$ cat src/hw/rtl/trpd_pkg.sv
// ----------------------------------------------------------------------------
// trpd_pkg
// Shared types and constants of the TGA run-length pixel decoder.
// ----------------------------------------------------------------------------
package trpd_pkg;

	// configuration register indexes
	localparam int CFG_IDX_W = 3;
	localparam logic [CFG_IDX_W-1:0] REG_COLUMNS   = 3'd0;
	localparam logic [CFG_IDX_W-1:0] REG_ROWS      = 3'd1;
	localparam logic [CFG_IDX_W-1:0] REG_RLE_MODE  = 3'd2;
	localparam logic [CFG_IDX_W-1:0] REG_HAS_ALPHA = 3'd3;
	localparam logic [CFG_IDX_W-1:0] REG_TOP_DOWN  = 3'd4;

	localparam int FIELD_W = 16;
	localparam logic [7:0] ALPHA_OPAQUE = 8'hFF;
	localparam int MIN_COLUMNS = 4;

	// packet phase of the run-length stream
	typedef enum logic [1:0] {
		PH_HEADER,
		PH_RUN,
		PH_LITERAL
	} phase_t;

	// sequencer of the span loop
	typedef enum logic [1:0] {
		S_IDLE,
		S_PREP,
		S_EMIT
	} seq_state_t;

	// result of the span unit for the current span
	typedef struct packed {
		logic [7:0] take;
		logic       row_end;
		logic       img_end;
	} span_status_t;

endpackage

$ cat src/hw/rtl/trpd_span_unit.sv
// ----------------------------------------------------------------------------
// trpd_span_unit
// Span arithmetic shared by every span: room left in the row, output row
// mapping and last-row test, registered, then span length and row end.
// ----------------------------------------------------------------------------
module trpd_span_unit #(
	parameter int DIM_BITS = 16
) (
	input  logic                    clk,
	input  logic                    prep,
	input  logic [DIM_BITS-1:0]     cols,
	input  logic [DIM_BITS-1:0]     rows,
	input  logic                    top_down,
	input  logic [DIM_BITS-1:0]     file_row,
	input  logic [DIM_BITS-1:0]     cur_col,
	input  logic [7:0]              count,
	output logic [DIM_BITS-1:0]     orow,
	output trpd_pkg::span_status_t  status
);
	import trpd_pkg::*;

	logic [DIM_BITS-1:0] space_s1;
	logic [DIM_BITS-1:0] orow_s1;
	logic                last_row_s1;
	logic [DIM_BITS-1:0] space_d;
	logic [DIM_BITS-1:0] orow_d;
	logic                last_row_d;
	logic                row_end;

	always_comb begin
		space_d = (cur_col < cols) ? (cols - cur_col) : DIM_BITS'(1);
		if (top_down) begin
			orow_d = file_row;
		end else if (file_row < rows) begin
			orow_d = rows - DIM_BITS'(1) - file_row;
		end else begin
			orow_d = '0;
		end
		last_row_d = (({1'b0, file_row} + (DIM_BITS+1)'(1)) >= {1'b0, rows});
	end

	always_ff @(posedge clk) begin
		if (prep) begin
			space_s1    <= space_d;
			orow_s1     <= orow_d;
			last_row_s1 <= last_row_d;
		end
	end

	// a span that fills the rest of the row is never longer than the count
	assign row_end        = (DIM_BITS'(count) >= space_s1);
	assign status.take    = row_end ? space_s1[7:0] : count;
	assign status.row_end = row_end;
	assign status.img_end = last_row_s1;
	assign orow           = orow_s1;

endmodule

$ cat src/hw/rtl/tga_rle_pixel_decoder.sv
// ----------------------------------------------------------------------------
// tga_rle_pixel_decoder
// TGA pixel-data decoder for uncompressed and run-length images, emitting
// single-colour spans that never cross a row end.
// ----------------------------------------------------------------------------
// One pixel-data byte is taken per cycle while the decoder is idle. Header
// bytes and bytes inside a pixel produce nothing. The byte that completes a
// pixel starts the span loop: every span passes through the shared span unit
// in a prepare state, then an emit state into the output register, and the
// byte input stays held off until the last span of the byte is emitted, also
// while the span output stalls. A run crossing many rows gives one span per
// row touched. Once the final pixel of the image is placed, all further bytes
// are taken and dropped until reset. Register writes are taken only while
// idle. Image widths below 4 behave as 4 and a height of 0 as 1.
module tga_rle_pixel_decoder #(
	parameter int DIM_BITS = 16
) (
	input  logic                             clk,
	input  logic                             arst_n,
	// configuration writes
	input  logic                             cfg_valid,
	output logic                             cfg_ready,
	input  logic [trpd_pkg::CFG_IDX_W-1:0]   cfg_index,
	input  logic [trpd_pkg::FIELD_W-1:0]     cfg_data,
	// pixel-data bytes
	input  logic                             byte_valid,
	output logic                             byte_stall,
	input  logic [7:0]                       data_byte,
	// spans
	output logic                             span_valid,
	input  logic                             span_stall,
	output logic [trpd_pkg::FIELD_W-1:0]     out_row,
	output logic [trpd_pkg::FIELD_W-1:0]     start_column,
	output logic [7:0]                       span_length,
	output logic [7:0]                       blue,
	output logic [7:0]                       green,
	output logic [7:0]                       red,
	output logic [7:0]                       alpha,
	output logic                             image_done,
	output logic                             last_of_input
);
	import trpd_pkg::*;

	// configuration registers
	logic [DIM_BITS-1:0] cols_q;
	logic [DIM_BITS-1:0] rows_q;
	logic                rle_q;
	logic                alpha_en_q;
	logic                top_down_q;
	logic [DIM_BITS-1:0] cols_eff;
	logic [DIM_BITS-1:0] rows_eff;

	// stream state
	seq_state_t          state_q, state_d;
	phase_t              phase_q;
	logic [1:0]          bip_q;
	logic [7:0]          packet_left_q;
	logic [7:0]          blue_q, green_q, red_q, alpha_q;
	logic [DIM_BITS-1:0] file_row_q;
	logic [DIM_BITS-1:0] cur_col_q;
	logic                finished_q;
	logic [7:0]          count_q;

	// output register
	logic                span_valid_q;
	logic [DIM_BITS-1:0] out_row_q;
	logic [DIM_BITS-1:0] start_col_q;
	logic [7:0]          span_len_q;
	logic [7:0]          blue_o_q, green_o_q, red_o_q, alpha_o_q;
	logic                done_q;
	logic                last_q;

	// control
	logic                cfg_fire;
	logic                byte_fire;
	logic [1:0]          last_index;
	logic                hdr_byte;
	logic                pix_done;
	logic [7:0]          pix_count;
	logic [7:0]          pl_dec;
	logic                start_place;
	logic                out_free;
	logic                prep_en;
	logic                emit;
	logic [7:0]          rem;
	logic                span_last;
	logic [DIM_BITS-1:0] orow;
	span_status_t        st;

	// --------------------------------------------------------------------
	// configuration
	// --------------------------------------------------------------------
	assign cfg_fire = cfg_valid && cfg_ready;

	always_ff @(posedge clk or negedge arst_n) begin
		if (!arst_n) begin
			cols_q     <= DIM_BITS'(MIN_COLUMNS);
			rows_q     <= DIM_BITS'(1);
			rle_q      <= 1'b0;
			alpha_en_q <= 1'b0;
			top_down_q <= 1'b0;
		end else if (cfg_fire) begin
			unique case (cfg_index)
				REG_COLUMNS:   cols_q     <= cfg_data[DIM_BITS-1:0];
				REG_ROWS:      rows_q     <= cfg_data[DIM_BITS-1:0];
				REG_RLE_MODE:  rle_q      <= cfg_data[0];
				REG_HAS_ALPHA: alpha_en_q <= cfg_data[0];
				REG_TOP_DOWN:  top_down_q <= cfg_data[0];
				default: ; // unknown index, write dropped
			endcase
		end
	end

	// narrow widths and empty heights are clamped
	assign cols_eff = (cols_q < DIM_BITS'(MIN_COLUMNS)) ? DIM_BITS'(MIN_COLUMNS) : cols_q;
	assign rows_eff = (rows_q == '0) ? DIM_BITS'(1) : rows_q;

	// --------------------------------------------------------------------
	// byte decode
	// --------------------------------------------------------------------
	assign byte_fire  = byte_valid && !byte_stall;
	assign last_index = alpha_en_q ? 2'd3 : 2'd2;
	// a packet header is expected only in run-length mode
	assign hdr_byte   = rle_q && (phase_q == PH_HEADER);
	// a count already past the pixel size completes on this byte
	assign pix_done   = !hdr_byte && (bip_q >= last_index);
	assign pl_dec     = (packet_left_q != 8'd0) ? (packet_left_q - 8'd1) : 8'd0;

	always_comb begin
		if (rle_q && (phase_q == PH_RUN)) begin
			pix_count = packet_left_q;
		end else begin
			pix_count = 8'd1;
		end
	end

	assign start_place = byte_fire && !finished_q && pix_done && (pix_count != 8'd0);

	always_ff @(posedge clk or negedge arst_n) begin
		if (!arst_n) begin
			phase_q       <= PH_HEADER;
			bip_q         <= 2'd0;
			packet_left_q <= 8'd0;
			blue_q        <= 8'd0;
			green_q       <= 8'd0;
			red_q         <= 8'd0;
			alpha_q       <= ALPHA_OPAQUE;
		end else if (byte_fire && !finished_q) begin
			if (hdr_byte) begin
				packet_left_q <= {1'b0, data_byte[6:0]} + 8'd1;
				phase_q       <= data_byte[7] ? PH_RUN : PH_LITERAL;
				bip_q         <= 2'd0;
			end else begin
				// colour bytes arrive blue, green, red; a fourth is alpha
				unique case (bip_q)
					2'd0: blue_q  <= data_byte;
					2'd1: green_q <= data_byte;
					2'd2: red_q   <= data_byte;
					default: ;
				endcase
				if (!pix_done) begin
					bip_q <= bip_q + 2'd1;
				end else begin
					bip_q   <= 2'd0;
					alpha_q <= alpha_en_q ? data_byte : ALPHA_OPAQUE;
					// uncompressed mode leaves the packet state alone
					if (rle_q) begin
						if (phase_q == PH_RUN) begin
							packet_left_q <= 8'd0;
							phase_q       <= PH_HEADER;
						end else begin
							packet_left_q <= pl_dec;
							if (pl_dec == 8'd0) begin
								phase_q <= PH_HEADER;
							end
						end
					end
				end
			end
		end
	end

	// --------------------------------------------------------------------
	// span loop sequencer
	// --------------------------------------------------------------------
	assign out_free  = !span_valid_q || !span_stall;
	assign rem       = count_q - st.take;
	assign span_last = (rem == 8'd0) || (st.row_end && st.img_end);

	always_comb begin
		state_d = state_q;
		unique case (state_q)
			S_IDLE: begin
				if (start_place) begin
					state_d = S_PREP;
				end
			end
			S_PREP: begin
				state_d = S_EMIT;
			end
			S_EMIT: begin
				if (out_free) begin
					state_d = span_last ? S_IDLE : S_PREP;
				end
			end
			default: state_d = S_IDLE;
		endcase
	end

	always_comb begin
		byte_stall = (state_q != S_IDLE);
		cfg_ready  = (state_q == S_IDLE);
		prep_en    = (state_q == S_PREP);
		emit       = (state_q == S_EMIT) && out_free;
	end

	always_ff @(posedge clk or negedge arst_n) begin
		if (!arst_n) begin
			state_q <= S_IDLE;
		end else begin
			state_q <= state_d;
		end
	end

	trpd_span_unit #(
		.DIM_BITS (DIM_BITS)
	) u_span (
		.clk      (clk),
		.prep     (prep_en),
		.cols     (cols_eff),
		.rows     (rows_eff),
		.top_down (top_down_q),
		.file_row (file_row_q),
		.cur_col  (cur_col_q),
		.count    (count_q),
		.orow     (orow),
		.status   (st)
	);

	// position in the image advances by one span per emit
	always_ff @(posedge clk or negedge arst_n) begin
		if (!arst_n) begin
			count_q    <= 8'd0;
			file_row_q <= '0;
			cur_col_q  <= '0;
			finished_q <= 1'b0;
		end else if (start_place) begin
			count_q <= pix_count;
		end else if (emit) begin
			count_q <= rem;
			if (st.row_end) begin
				cur_col_q <= '0;
				if (st.img_end) begin
					finished_q <= 1'b1;
				end else begin
					file_row_q <= file_row_q + DIM_BITS'(1);
				end
			end else begin
				cur_col_q <= cur_col_q + DIM_BITS'(st.take);
			end
		end
	end

	// --------------------------------------------------------------------
	// output register, holds a span until its transfer
	// --------------------------------------------------------------------
	always_ff @(posedge clk or negedge arst_n) begin
		if (!arst_n) begin
			span_valid_q <= 1'b0;
		end else if (emit) begin
			span_valid_q <= 1'b1;
		end else if (!span_stall) begin
			span_valid_q <= 1'b0;
		end
	end

	always_ff @(posedge clk) begin
		if (emit) begin
			out_row_q   <= orow;
			start_col_q <= cur_col_q;
			span_len_q  <= st.take;
			blue_o_q    <= blue_q;
			green_o_q   <= green_q;
			red_o_q     <= red_q;
			alpha_o_q   <= alpha_q;
			done_q      <= st.row_end && st.img_end;
			last_q      <= span_last;
		end
	end

	assign span_valid    = span_valid_q;
	assign out_row       = FIELD_W'(out_row_q);
	assign start_column  = FIELD_W'(start_col_q);
	assign span_length   = span_len_q;
	assign blue          = blue_o_q;
	assign green         = green_o_q;
	assign red           = red_o_q;
	assign alpha         = alpha_o_q;
	assign image_done    = done_q;
	assign last_of_input = last_q;

endmodule

$ cat config.mk
export PLATFORM = sky130hd
export DESIGN_NAME = tga_rle_pixel_decoder
export DESIGN_NICKNAME = d
export VERILOG_FILES = /design/src/hw/rtl/trpd_pkg.sv /design/src/hw/rtl/trpd_span_unit.sv /design/src/hw/rtl/tga_rle_pixel_decoder.sv
export SDC_FILE = /design/constraint.sdc
export NUM_CORES = 1
export LEC_CHECK = 0
export BUFFER_PORTS_ARGS = -buffer_cell sky130_fd_sc_hd__buf_2
export CAP_MARGIN = 20
export CORE_UTILIZATION = 45
export DETAILED_ROUTE_END_ITERATION = 8
export PLACE_DENSITY = 0.65
export SETUP_SLACK_MARGIN = 0.15
export SLEW_MARGIN = 25
export SYNTH_ARGS = -nofsm -noshare
export SYNTH_HDL_FRONTEND = slang
export SYNTH_SLANG_ARGS = --single-unit
$ cat constraint.sdc
create_clock -name clk -period 4.79 [get_ports clk]
set_clock_uncertainty 0.1 [all_clocks]
set_input_delay 0.2395 -clock clk [delete_from_list [all_inputs] [get_ports clk]]
set_output_delay 0.2395 -clock clk [all_outputs]
set_load 0.05 [all_outputs]
==> results by group, run 1 <==
Yosys
  – Count of different cell masters after synthesis: 67
  – Post-synth EDFFs: 107
  – Warnings, synthesis: 0
  – Post-Synthesis Cells: 1138
  – Most area-consuming cells after synthesis: edfxtp_1 (26%), dfrtp_1 (23%), ha_1 (9.1%), mux2_2 (5.4%), xnor2_1 (3.5%)
  – Seq/Total Area, Yosys: 50.88%
  – Fraction of registers with async set or reset after synthesis: roughly 53%
  – Adder-cell share of the synthesized area: 10.18%
  – Compound-Gate Fraction of Synth Area: around 11%
  – Largest family of logic cells by synthesized area: simple AND/OR/NAND/NOR gates
  – Syn_nets: roughly 1300
  – XOR/XNOR Fraction of Synth Area: 5.302%
  – Synthesized cell area: 0.01239 mm^2
  – Share of the synthesized area in the top cell type: 25.93%
  – Top_reg_cell synth: dfrtp_1
  – Syn avg cell area: between 10 and 15 um^2
  – Seq cells post-synth: 230
  – Area leader, netlist: edfxtp_1
  – Mux cell area share after synthesis: ~5.8%
  – Synth Area in Simple Gates: 12.49%

Critical path
  – Critical path class: reg2reg
  – CP Capture Type: flip-flop
  – Critical Path Stages: 18
  – R2r worst-path depth: 18
  – Crit. Startpoint: u_span.space_s1[4]$_SDFFCE_PP0N_
  – Slowest library cell on the worst path: edfxtp_1
  – Worst r2r dst: state_q[0]$_DFFE_PN0P_
  – Slowest Stage Delay on Critical Path: ~0.40 ns
  – Cell Chain, Critical Path: inv_1 -> ha_1 -> a211o_1 -> o211ai_1 -> o211ai_1 -> and2_2 -> o21ai_2 -> ha_2 -> inv_1 -> ha_2 -> a2111oi_4 -> nor3_2 -> maj3_2 -> maj3_2 -> mux2i_1 -> xor2_1 -> a41o_1 -> o21bai_1
  – Crit path DAT: approximately 4.6 ns
  – Critical Path Sink: state_q[0]$_DFFE_PN0P_
  – FF-to-FF Start: u_span.space_s1[4]$_SDFFCE_PP0N_
  – R2r setup slk: 0.45 ns
  – Critical Path Start Type: flip-flop
  – Worst-path fanout max: 7
  – Worst path top cell family by delay: adder cells
  – Buffers & Inverters on Critical Path: 2
  – Required @ worst endpoint: 5.08 ns

GRT
  – Global-route wire length before repair: 45.44 mm
  – Antenna violations before repair: 0
  – Largest net degree at the start of global routing: 62
  – Total grt overflow: 0
  – Vias in the first global route: 8520
  – GRT Overall Usage: 20.42%

Placed design
  – Gpl congestion: 0.8553
  – Placed cell count: 1539
  – I/O Buffers: 108
  – Detailed Place HPWL: 20.57 mm

STA
  – Slew Limit Fails: 0
  – Minimum clock period: 4.336 ns
  – RSZ-0062 raised after global routing: no
  – Worst slew pin tran: approximately 0.94 ns
  – Period utilization: between 90 and 100%
  – Final hold violation count: 0
  – Setup TNS: 0 ns
  – Final setup viols: 0
  – Rel. slew slack: a little under two fifths
  – Fmax: 0.2306 GHz
  – Worst hold slack: 0.03105 ns

Drt
  – DRC viols: 0
  – DRC violation total after the first TritonRoute iteration: 496
  – DRT Pass-1 Iters: 4
  – Routed Antenna Nets: 0
  – Drt total wl: 28.54 mm
  – Post-DR wirelength/cell: 17.65 um
  – Via count: 8787
  – Vias per cell: approximately 5.4

Floorplan
  – Die Area: about 0.028 mm^2
  – Starting Density: roughly 46%
  – Io pins: 109
  – Core Rows: 60
  – Die width: 167.9 um
  – Die Y-Extent: 167.9 um
  – Core area: 0.02695 mm^2

Run status
  – Status: finished clean

Power and ir drop
  – Power per standard cell area: around 700 mW/mm^2
  – Leak Pwr: 6.142 nW
  – Total power: 0.009914 W
  – VDD IR max: 0.3287 mV

Clocking
  – CTS Buf Count: 26
  – CTS tree: done
  – H-tree levels: 1
  – Clock buffer depth: 3
  – Clock latency at the later pin of the worst-skew pair: 0.54 ns
  – Clock sink count: 230
  – Clock root buffer: clkbuf_16
  – Reg clk slew, reported paths: about 0.06 ns

Layout
  – Cell Count, Final, Fillers Out: 1617
  – Nets: about 1400
  – Fraction of layout cells with a size suffix above 1: 20.14%
  – Syn-to-layout area delta: 16.58%
  – Antenna diodes: 0

Worst hold path
  – HP Class: in2async

Run
  – Max-cap violations: 0
==> cells in the final DEF (no fill, tap or decap), types with 10 or more instances in the layout <==
master         synthesis  final
dfrtp_1              113    113
edfxtp_1             107    107
buf_2                  0    107
nand2_1               95     95
ha_1                  90     88
o21ai_0               80     79
inv_1                 76     76
nor2_1                61     61
mux2_2                59     59
xnor2_1               50     50
a21oi_1               31     31
dlygate4sd3_1          0     29
clkbuf_16              0     27
nand3_1               26     26
nor3_1                25     25
xor2_1                25     25
nor2b_1               24     23
nor4_1                17     16
nand4_1               15     15
a21o_1                15     15
o21ai_1               11     11
and3_1                10     10
nand2b_1              10     10
dfstp_2               10     10
==> synth_stat cells (all sizes together) (3+ instances only) <==
library cell	instances
dfrtp	113
edfxtp	107
nand2	95
o21ai	91
ha	90
inv	79
nor2	61
mux2	59
clkbuf	56
xnor2	50
a21oi	32
nand3	26
nor3	26
nor2b	25
xor2	25
nor4	18
a21o	15
nand4	15
and3	10
dfstp	10
nand2b	10
a22o	9
o21a	9
maj3	7
or2	7
a31oi	6
and2	6
o31ai	6
a211oi	5
a21boi	5
a22oi	5
a41o	5
mux2i	5
o211ai	5
or3	5
o22ai	4
o32ai	4
fa	3
nand3b	3
nor3b	3
o21bai	3
o41ai	3
==> metal layers <==
layer,vias to the layer above,wire length [um],GRT usage (%)
li1,4285,-,-
met1,4264,13390,28.07
met2,206,13240,33.50
met3,32,1393,3.338
met4,0,512,5.505
met5,-,0,0
==> cells by family (layout without fill, tap and decap cells) <==
logic type / after synthesis / in the layout
simple gates: 315 / 315
flops: 230 / 230
compound gates: 219 / 219
buf+inv: 135 / 273
fa+ha+maj: 100 / 100
xor+xnor: 75 / 75
mux: 64 / 64
==> report_power, final <==
part / switching [W] / internal (W)
registers: 0.000515 / 0.00299
logic: 0.00272 / 0.00167
clock network: 0.000808 / 0.00121
total: 0.00404 / 0.00587
==> timing repair <==
action,4_1_cts,5_1_grt
resized for setup,0,5
hold endpoints to repair,92,0
setup buffers,0,0
endpoints found under the setup margin,0,2
hold buffers,29,0
==> worst min path at each step <==
stage / end / slack (ns) / cells after the start
finish: cur_col_q[9]$_DFFE_PN0P_ / 0.03 / 2
detailed placement: cur_col_q[9]$_DFFE_PN0P_ / 0.07 / 1
global placement: cur_col_q[9]$_DFFE_PN0P_ / 0.06 / 1
global route: rle_q$_DFFE_PN0P_ / 0.05 / 3
floorplan: alpha_en_q$_DFFE_PN0P_ / -0.16 / 0
CTS: rle_q$_DFFE_PN0P_ / 0.006 / 3
==> worst register-to-register path, stage by stage (launching register included) <==
cell and delay [ns]:
edfxtp_1 0.40, inv_1 0.15, ha_1 0.26, a211o_1 0.29, o211ai_1 0.10, o211ai_1 0.14
and2_2 0.27, o21ai_2 0.20, ha_2 0.26, inv_1 0.07, ha_2 0.23, a2111oi_4 0.35
nor3_2 0.09, maj3_2 0.31, maj3_2 0.30, mux2i_1 0.17, xor2_1 0.20, a41o_1 0.21
o21bai_1 0.08
==> layout make-up <==
| type | instances | area (um^2) |
|---|---|---|
| Fill cell | 2318 | 12510 |
| Sequential cell | 230 | 6304 |
| Multi-Input combinational cell | 773 | 5615 |
| Timing Repair Buffer | 146 | 920.9 |
| Clock buffer | 29 | 693.2 |
| Tap cell | 341 | 426.7 |
| Inverter | 79 | 297.8 |
| Clock inverter | 19 | 186.4 |
==> through the flow <==
step | utilization (%) | instance area (um^2) | worst slack [ns]
after floorplan | - | 12400 | 0.1506
after global placement | 49.05 | 13220 | 0.3822
after detailed placement | 49.05 | 13220 | 0.2946
after CTS | 53.39 | 14390 | 0.2716
after global routing | 53.59 | 14440 | 0.1414
final | 53.59 | 14440 | 0.4537
==> sequential cells by signal (all words and copies together), names as in the netlist, 8 cells and up <==
| name | flops |
|---|---|
| cur_col_q | 16 |
| green | 8 |
| file_row_q | 16 |
| packet_left_q | 8 |
| u_span.space_s1 | 16 |
| blue | 8 |
| alpha_q | 8 |
| u_span.orow | 16 |
| rows_q | 16 |
| red | 8 |
| count_q | 8 |
| start_column | 16 |
| red_q | 8 |
| green_q | 8 |
| alpha | 8 |
| span_length | 8 |
| blue_q | 8 |
| cols_q | 16 |
| out_row | 16 |
Power figures use the tool's default switching activity.
==> run 2: changes to the inputs <==
--- a/config.mk
+++ b/config.mk
@@ -9,8 +9,6 @@
 export CAP_MARGIN = 20
 export CORE_UTILIZATION = 45
 export DETAILED_ROUTE_END_ITERATION = 8
-export PLACE_DENSITY = 0.65
-export SETUP_SLACK_MARGIN = 0.15
 export SLEW_MARGIN = 25
 export SYNTH_ARGS = -nofsm -noshare
 export SYNTH_HDL_FRONTEND = slang
==> constraint.sdc (replaced) <==
create_clock -name clk -period 4.25 [get_ports clk]
set_clock_uncertainty 0.1 [all_clocks]
set_input_delay 0.2125 -clock clk [delete_from_list [all_inputs] [get_ports clk]]
set_output_delay 0.2125 -clock clk [all_outputs]
set_load 0.05 [all_outputs]
==> results by group, run 2 (same netlist as run 1, synthesis figures left out) <==
Clocking
  – Clock root buffer: clkbuf_16
  – Clock sink count: 230
  – Clock buffer depth: 3
  – Clock latency at the later pin of the worst-skew pair: 0.53 ns
  – CTS tree: done
  – H-tree levels: 1
  – CTS Buf Count: 26
  – Reg clk slew, reported paths: 0.06 ns

GRT
  – Met1 usage: 32.58%
  – Most used routing layer: met2
  – Largest net degree at the start of global routing: just over 70
  – Global routing usage on met2: 33.21%
  – Vias in the first global route: 8635
  – Total grt overflow: 0
  – Antenna violations before repair: 0
  – Met3 GRT Util: about 2.7%
  – GRT Overall Usage: 21.64%
  – Global-route wire length before repair: 47.85 mm

STA
  – Rel. slew slack: 35.06%
  – Final WS setup: about 0.16 ns
  – Fmax: between 0.2 and 0.25 GHz
  – Slew Limit Fails: 0
  – Period utilization: 96.29%
  – Final hold violation count: 0
  – Worst hold slack: 0.1894 ns
  – Setup TNS: 0 ns
  – Final setup viols: 0
  – Worst slew pin tran: 0.9712 ns
  – Minimum clock period: 4.092 ns

Floorplan
  – Core area: between 0.02 and 0.03 mm^2
  – Io pins: 109
  – Die Area: 0.02820 mm^2
  – Starting Density: 45.97%
  – Core Rows: 60
  – Die width: 167.9 um
  – Die Y-Extent: about 170 um

Drt
  – Routed Antenna Nets: 0
  – DRC viols: 0
  – DRC violation total after the first TritonRoute iteration: 661
  – DRT Pass-1 Iters: 5
  – Via count: 9001
  – Vias per cell: 5.512
  – Drt total wl: 30.21 mm
  – Post-DR wirelength/cell: 18.50 um

Layout
  – Nets: 1397
  – Commonest cells after routing, fill and taps aside: dfrtp_1 (112), edfxtp_1 (107), buf_2 (107)
  – Commonest non-fill, non-tap cell in the layout: dfrtp_1
  – Fraction of layout cells with a size suffix above 1: 21.75%
  – # fillers: 2325
  – Multi-input logic area: 0.005668 mm^2
  – Cell Count, Final, Fillers Out: between 1500 and 2000
  – Sequential Area: 0.006305 mm^2
  – Design area: 0.01464 mm^2
  – Syn-to-layout area delta: 18.15%
  – Antenna diodes: 0

Power and ir drop
  – Logic pwr share: 45.6%
  – Power per standard cell area: roughly 800 mW/mm^2
  – Pint: 0.006709 W
  – NetSw: ~0.0047 W
  – Sw Share: roughly two fifths
  – VDD IR max: 0.3477 mV
  – Leak Pwr: 6.225 nW
  – Sequential Power Share: 34.4%
  – Clock power share: 20.0%

Placed design
  – Dpl ws: ~0.21 ns
  – Placed cell count: 1551
  – Gpl congestion: 0.8809
  – DP Area: 0.01339 mm^2
  – Detailed Place HPWL: 22.01 mm
  – I/O Buffers: approximately 110

Critical path
  – Crit path DAT: 4.40 ns
  – CP Capture Type: flip-flop
  – R2r worst-path depth: 18
  – Required @ worst endpoint: 4.56 ns
  – Critical path class: reg2reg
  – Worst-path fanout max: 7
  – Critical Path Start Type: flip-flop

Run status
  – Status: finished clean

Worst hold path
  – HP Class: in2async

Run
  – Max-cap violations: 0
run 2: cell type report:
type	instances	area share, %
sequential	230	43.07
inverter	79	2.034
clock buffer	33	5.052
tap	341	2.915
multi-input combinational	773	38.72
clock inverter	15	0.9573
timing repair buffer	162	7.248
run 2: critical path: stages (launching register included):
cell and delay, ns:
edfxtp_1 0.42, inv_2 0.12, ha_1 0.24, a211o_1 0.29
o211ai_1 0.11, o211ai_1 0.13, and2_1 0.22, o21ai_4 0.21
ha_4 0.20, inv_2 0.05, ha_4 0.18, a2111oi_4 0.29
nor3_2 0.10, maj3_2 0.32, maj3_2 0.30, mux2i_1 0.16
xor2_1 0.22, a41o_1 0.22, o21bai_1 0.08
run 2: path summary, 6_finish.rpt:
check,start,end,slack [ns]
max reg2reg,u_span.space_s1[4]$_SDFFCE_PP0N_,state_q[0]$_DFFE_PN0P_,0.16
max,u_span.space_s1[4]$_SDFFCE_PP0N_,state_q[0]$_DFFE_PN0P_,0.16
max in group asynchronous,arst_n,cols_q[11]$_DFFE_PN0P_,3.00
min reg2reg,u_span.orow[6]$_DFFE_PN_,out_row[6]$_DFFE_PP_,0.32
min in group clk,u_span.orow[6]$_DFFE_PN_,out_row[6]$_DFFE_PP_,0.32
min,arst_n,packet_left_q[5]$_DFFE_PN0P_,0.19
run 2: layer usage:
| layer | routed length, um | up-vias | share of wire [%] |
|---|---|---|---|
| met1 | 14840 | 4444 | 49 |
| met2 | 13490 | 196 | 45 |
| met3 | 1388 | 42 | 4.6 |
| li1 | - | 4319 | - |
| met5 | 0 | - | 0 |
| met4 | 493 | 0 | 1.6 |
run 2: power by group through the flow:
stage	logic, W	registers (W)	clock network, W
after floorplan	0.00342	0.00430	0
after global placement	0.00499	0.00393	0
after detailed placement	0.00507	0.00396	0
after CTS	0.00513	0.00392	0.00234
after global routing	0.00570	0.00402	0.00242
final	0.00520	0.00392	0.00228
run 2: metrics by stage:
stage | total power, W | utilization (%)
2_1_floorplan | 0.007724 | -
3_3_place_gp | 0.008923 | 49.68
3_5_place_dp | 0.009029 | 49.68
4_1_cts | 0.01139 | 54.14
5_1_grt | 0.01214 | 54.31
6_report | 0.01141 | 54.31
run 2: repair_timing:
item / CTS / global route
gates resized for setup: 0 / 6
setup buffers: 0 / 1
hold endpoints to repair: 112 / 0
setup endpoints to repair: 0 / 6
hold buffers: 32 / 0
==> run 3: changes to the inputs <==
--- a/config.mk
+++ b/config.mk
@@ -7,8 +7,9 @@
 export LEC_CHECK = 0
 export BUFFER_PORTS_ARGS = -buffer_cell sky130_fd_sc_hd__buf_2
 export CAP_MARGIN = 20
-export CORE_UTILIZATION = 45
+export CORE_UTILIZATION = 56
 export DETAILED_ROUTE_END_ITERATION = 8
+export PLACE_DENSITY = 0.76
 export SLEW_MARGIN = 25
 export SYNTH_ARGS = -nofsm -noshare
 export SYNTH_HDL_FRONTEND = slang
==> results by group, run 3 (same netlist as run 1, synthesis figures left out) <==
Floorplan
  – Io pins: between 100 and 150
  – Starting Density: a little under three fifths
  – Core Rows: 54
  – Die Y-Extent: 150.7 um
  – Die Area: 0.02272 mm^2
  – Core area: 0.02176 mm^2
  – Die width: approximately 150 um

Critical path
  – R2r worst-path depth: 18
  – Worst-path fanout max: 7
  – Slowest Stage Delay on Critical Path: 0.43 ns
  – Cell Chain, Critical Path: inv_2 -> ha_1 -> a211o_1 -> o211ai_1 -> o211ai_1 -> and2_1 -> o21ai_4 -> ha_4 -> inv_2 -> ha_4 -> a2111oi_4 -> nor3_2 -> maj3_2 -> maj3_2 -> mux2i_1 -> xor2_1 -> a41o_1 -> o21bai_1
  – Crit path DAT: 4.37 ns
  – Worst path top cell family by delay: compound AO/OA/AOI/OAI gates
  – Slowest library cell on the worst path: edfxtp_1
  – Buffers & Inverters on Critical Path: 2
  – CP Capture Type: flip-flop
  – R2r setup slk: 0.16 ns
  – Worst r2r dst: state_q[0]$_DFFE_PN0P_
  – Critical path class: reg2reg
  – Required @ worst endpoint: between 4 and 5 ns
  – Critical Path Start Type: flip-flop
  – FF-to-FF Start: u_span.space_s1[4]$_SDFFCE_PP0N_

Clocking
  – Clock sink count: 230
  – CTS Buf Count: 25
  – H-tree levels: 1
  – Clock buffer depth: 3
  – CTS tree: done
  – Reg clk slew, reported paths: 0.06 ns
  – Clock root buffer: clkbuf_16
  – Clock latency at the later pin of the worst-skew pair: 0.52 ns

Layout
  – Antenna diodes: 0
  – Commonest cells after routing, fill and taps aside: dfrtp_1 (113), edfxtp_1 (107), buf_2 (107)
  – Fraction of layout cells with a size suffix above 1: 21.04%
  – Syn-to-layout area delta: 16.72%
  – Nets: about 1400
  – Final core utilization: about two thirds
  – # fillers: 1697
  – Commonest non-fill, non-tap cell in the layout: dfrtp_1

STA
  – Fmax: 0.2447 GHz
  – Slew Limit Fails: 0
  – Worst slew pin tran: 0.9604 ns
  – Final hold violation count: 0
  – Period utilization: roughly 96%
  – Final WS setup: 0.1636 ns
  – Final setup viols: 0
  – Rel. slew slack: 35.54%
  – Minimum clock period: 4.086 ns

GRT
  – Antenna violations before repair: 0
  – Largest net degree at the start of global routing: 52
  – GRT Overall Usage: 26.04%
  – Global-route wire length before repair: 45.63 mm
  – Total grt overflow: 0
  – Vias in the first global route: 8749

Worst hold path
  – Hold wc startpoint: cfg_index[2]
  – Worst hold path stage count: 3
  – HP Class: in2reg
  – Hold endpoint: top_down_q$_DFFE_PN0P_

Drt
  – Routed Antenna Nets: 0
  – DRC violation total after the first TritonRoute iteration: 590
  – Post-DR wirelength/cell: 18.52 um
  – Via count: 9021
  – DRT Pass-1 Iters: 5
  – DRC viols: 0
  – Vias per cell: about 5.8
  – Drt total wl: 28.94 mm

Placed design
  – Detailed Place HPWL: 20.62 mm
  – Gpl congestion: 0.8860
  – Dpl ws: 0.2136 ns
  – I/O Buffers: 108

Run status
  – Status: finished clean

Run
  – Max-cap violations: 0

Power and ir drop
  – Leak Pwr: 6.164 nW
  – Power per standard cell area: 779.7 mW/mm^2
  – VDD IR max: 0.3925 mV
run 3: cell types whose count changed in the layout (fill, tap and decap cells not counted), moves of 2 or more:
cell,change
clkinv_2,-4
buf_4,-3
clkbuf_16,-3
bufinv_16,+2
clkbuf_1,+2
clkinv_1,+2
dlygate4sd3_1,-2
run 3: report_power, final:
part | switching (W) | internal [W] | leakage (nW)
sequential | 0.000573 | 0.00337 | 2.53
combinational | 0.00317 | 0.00195 | 3.23
clock | 0.000867 | 0.00134 | 0.401
run 3: worst max path at each step:
stage | slack, ns | start | endpoint | cells after the start
after floorplan | 0.02 | u_span.space_s1[3]$_SDFFCE_PP0N_ | state_q[0]$_DFFE_PN0P_ | 22
after detailed placement | 0.21 | u_span.space_s1[4]$_SDFFCE_PP0N_ | cur_col_q[14]$_DFFE_PN0P_ | 20
after CTS | 0.18 | u_span.space_s1[4]$_SDFFCE_PP0N_ | cur_col_q[14]$_DFFE_PN0P_ | 20
after global routing | -0.008 | u_span.space_s1[4]$_SDFFCE_PP0N_ | state_q[0]$_DFFE_PN0P_ | 18
after global placement | 0.31 | u_span.space_s1[4]$_SDFFCE_PP0N_ | cur_col_q[12]$_DFFE_PN0P_ | 20
final | 0.16 | u_span.space_s1[4]$_SDFFCE_PP0N_ | state_q[0]$_DFFE_PN0P_ | 18
run 3: repair_timing:
item	in CTS	in global routing
endpoints found under the setup margin	0	9
buffers inserted	0	1
hold buffers	30	0
hold endpoints to repair	110	0
resized for setup	0	5
run 3: stage by stage:
step                      std cells  power [W]  setup TNS, ns  instance area (um^2)  hold WS, ns
after CTS                      1561    0.01120              0                 14410      0.01639
final                          1563    0.01127              0                 14460      0.04101
after global routing           1563    0.01200      -0.007848                 14460      0.02517
after floorplan                1138   0.007724              0                 12490      -0.1831
after detailed placement       1486   0.008908              0                 13270       0.1962
after global placement         1486   0.008778              0                 13270       0.1933
run 3: layout make-up:
type                            count  area, um^2  share of cell area, %
Multi-Input combinational cell    773        5674                  39.24
Inverter                           79       297.8                  2.059
Timing Repair Buffer              156       998.5                  6.904
Tap cell                          280       350.3                  2.423
Sequential cell                   230        6304                  43.59
Clock buffer                       31       658.1                  4.551
Clock inverter                     14       178.9                  1.237
run 3: worst min-delay path, delay by kind of cell:
family | cells | cell delay, ns
AND/OR/NAND/NOR | 1 | 0.13
multiplexers | 1 | 0.17
buffers and inverters | 1 | 0.10
run 3: routing by layer:
layer / vias up / routed length, um / GRT usage (%)
li1: 4304 / - / -
met1: 4410 / 13120 / 37.47
met2: 262 / 13480 / 40.73
met3: 45 / 1750 / 4.030
met4: 0 / 590 / 7.550
met5: - / 0 / 0
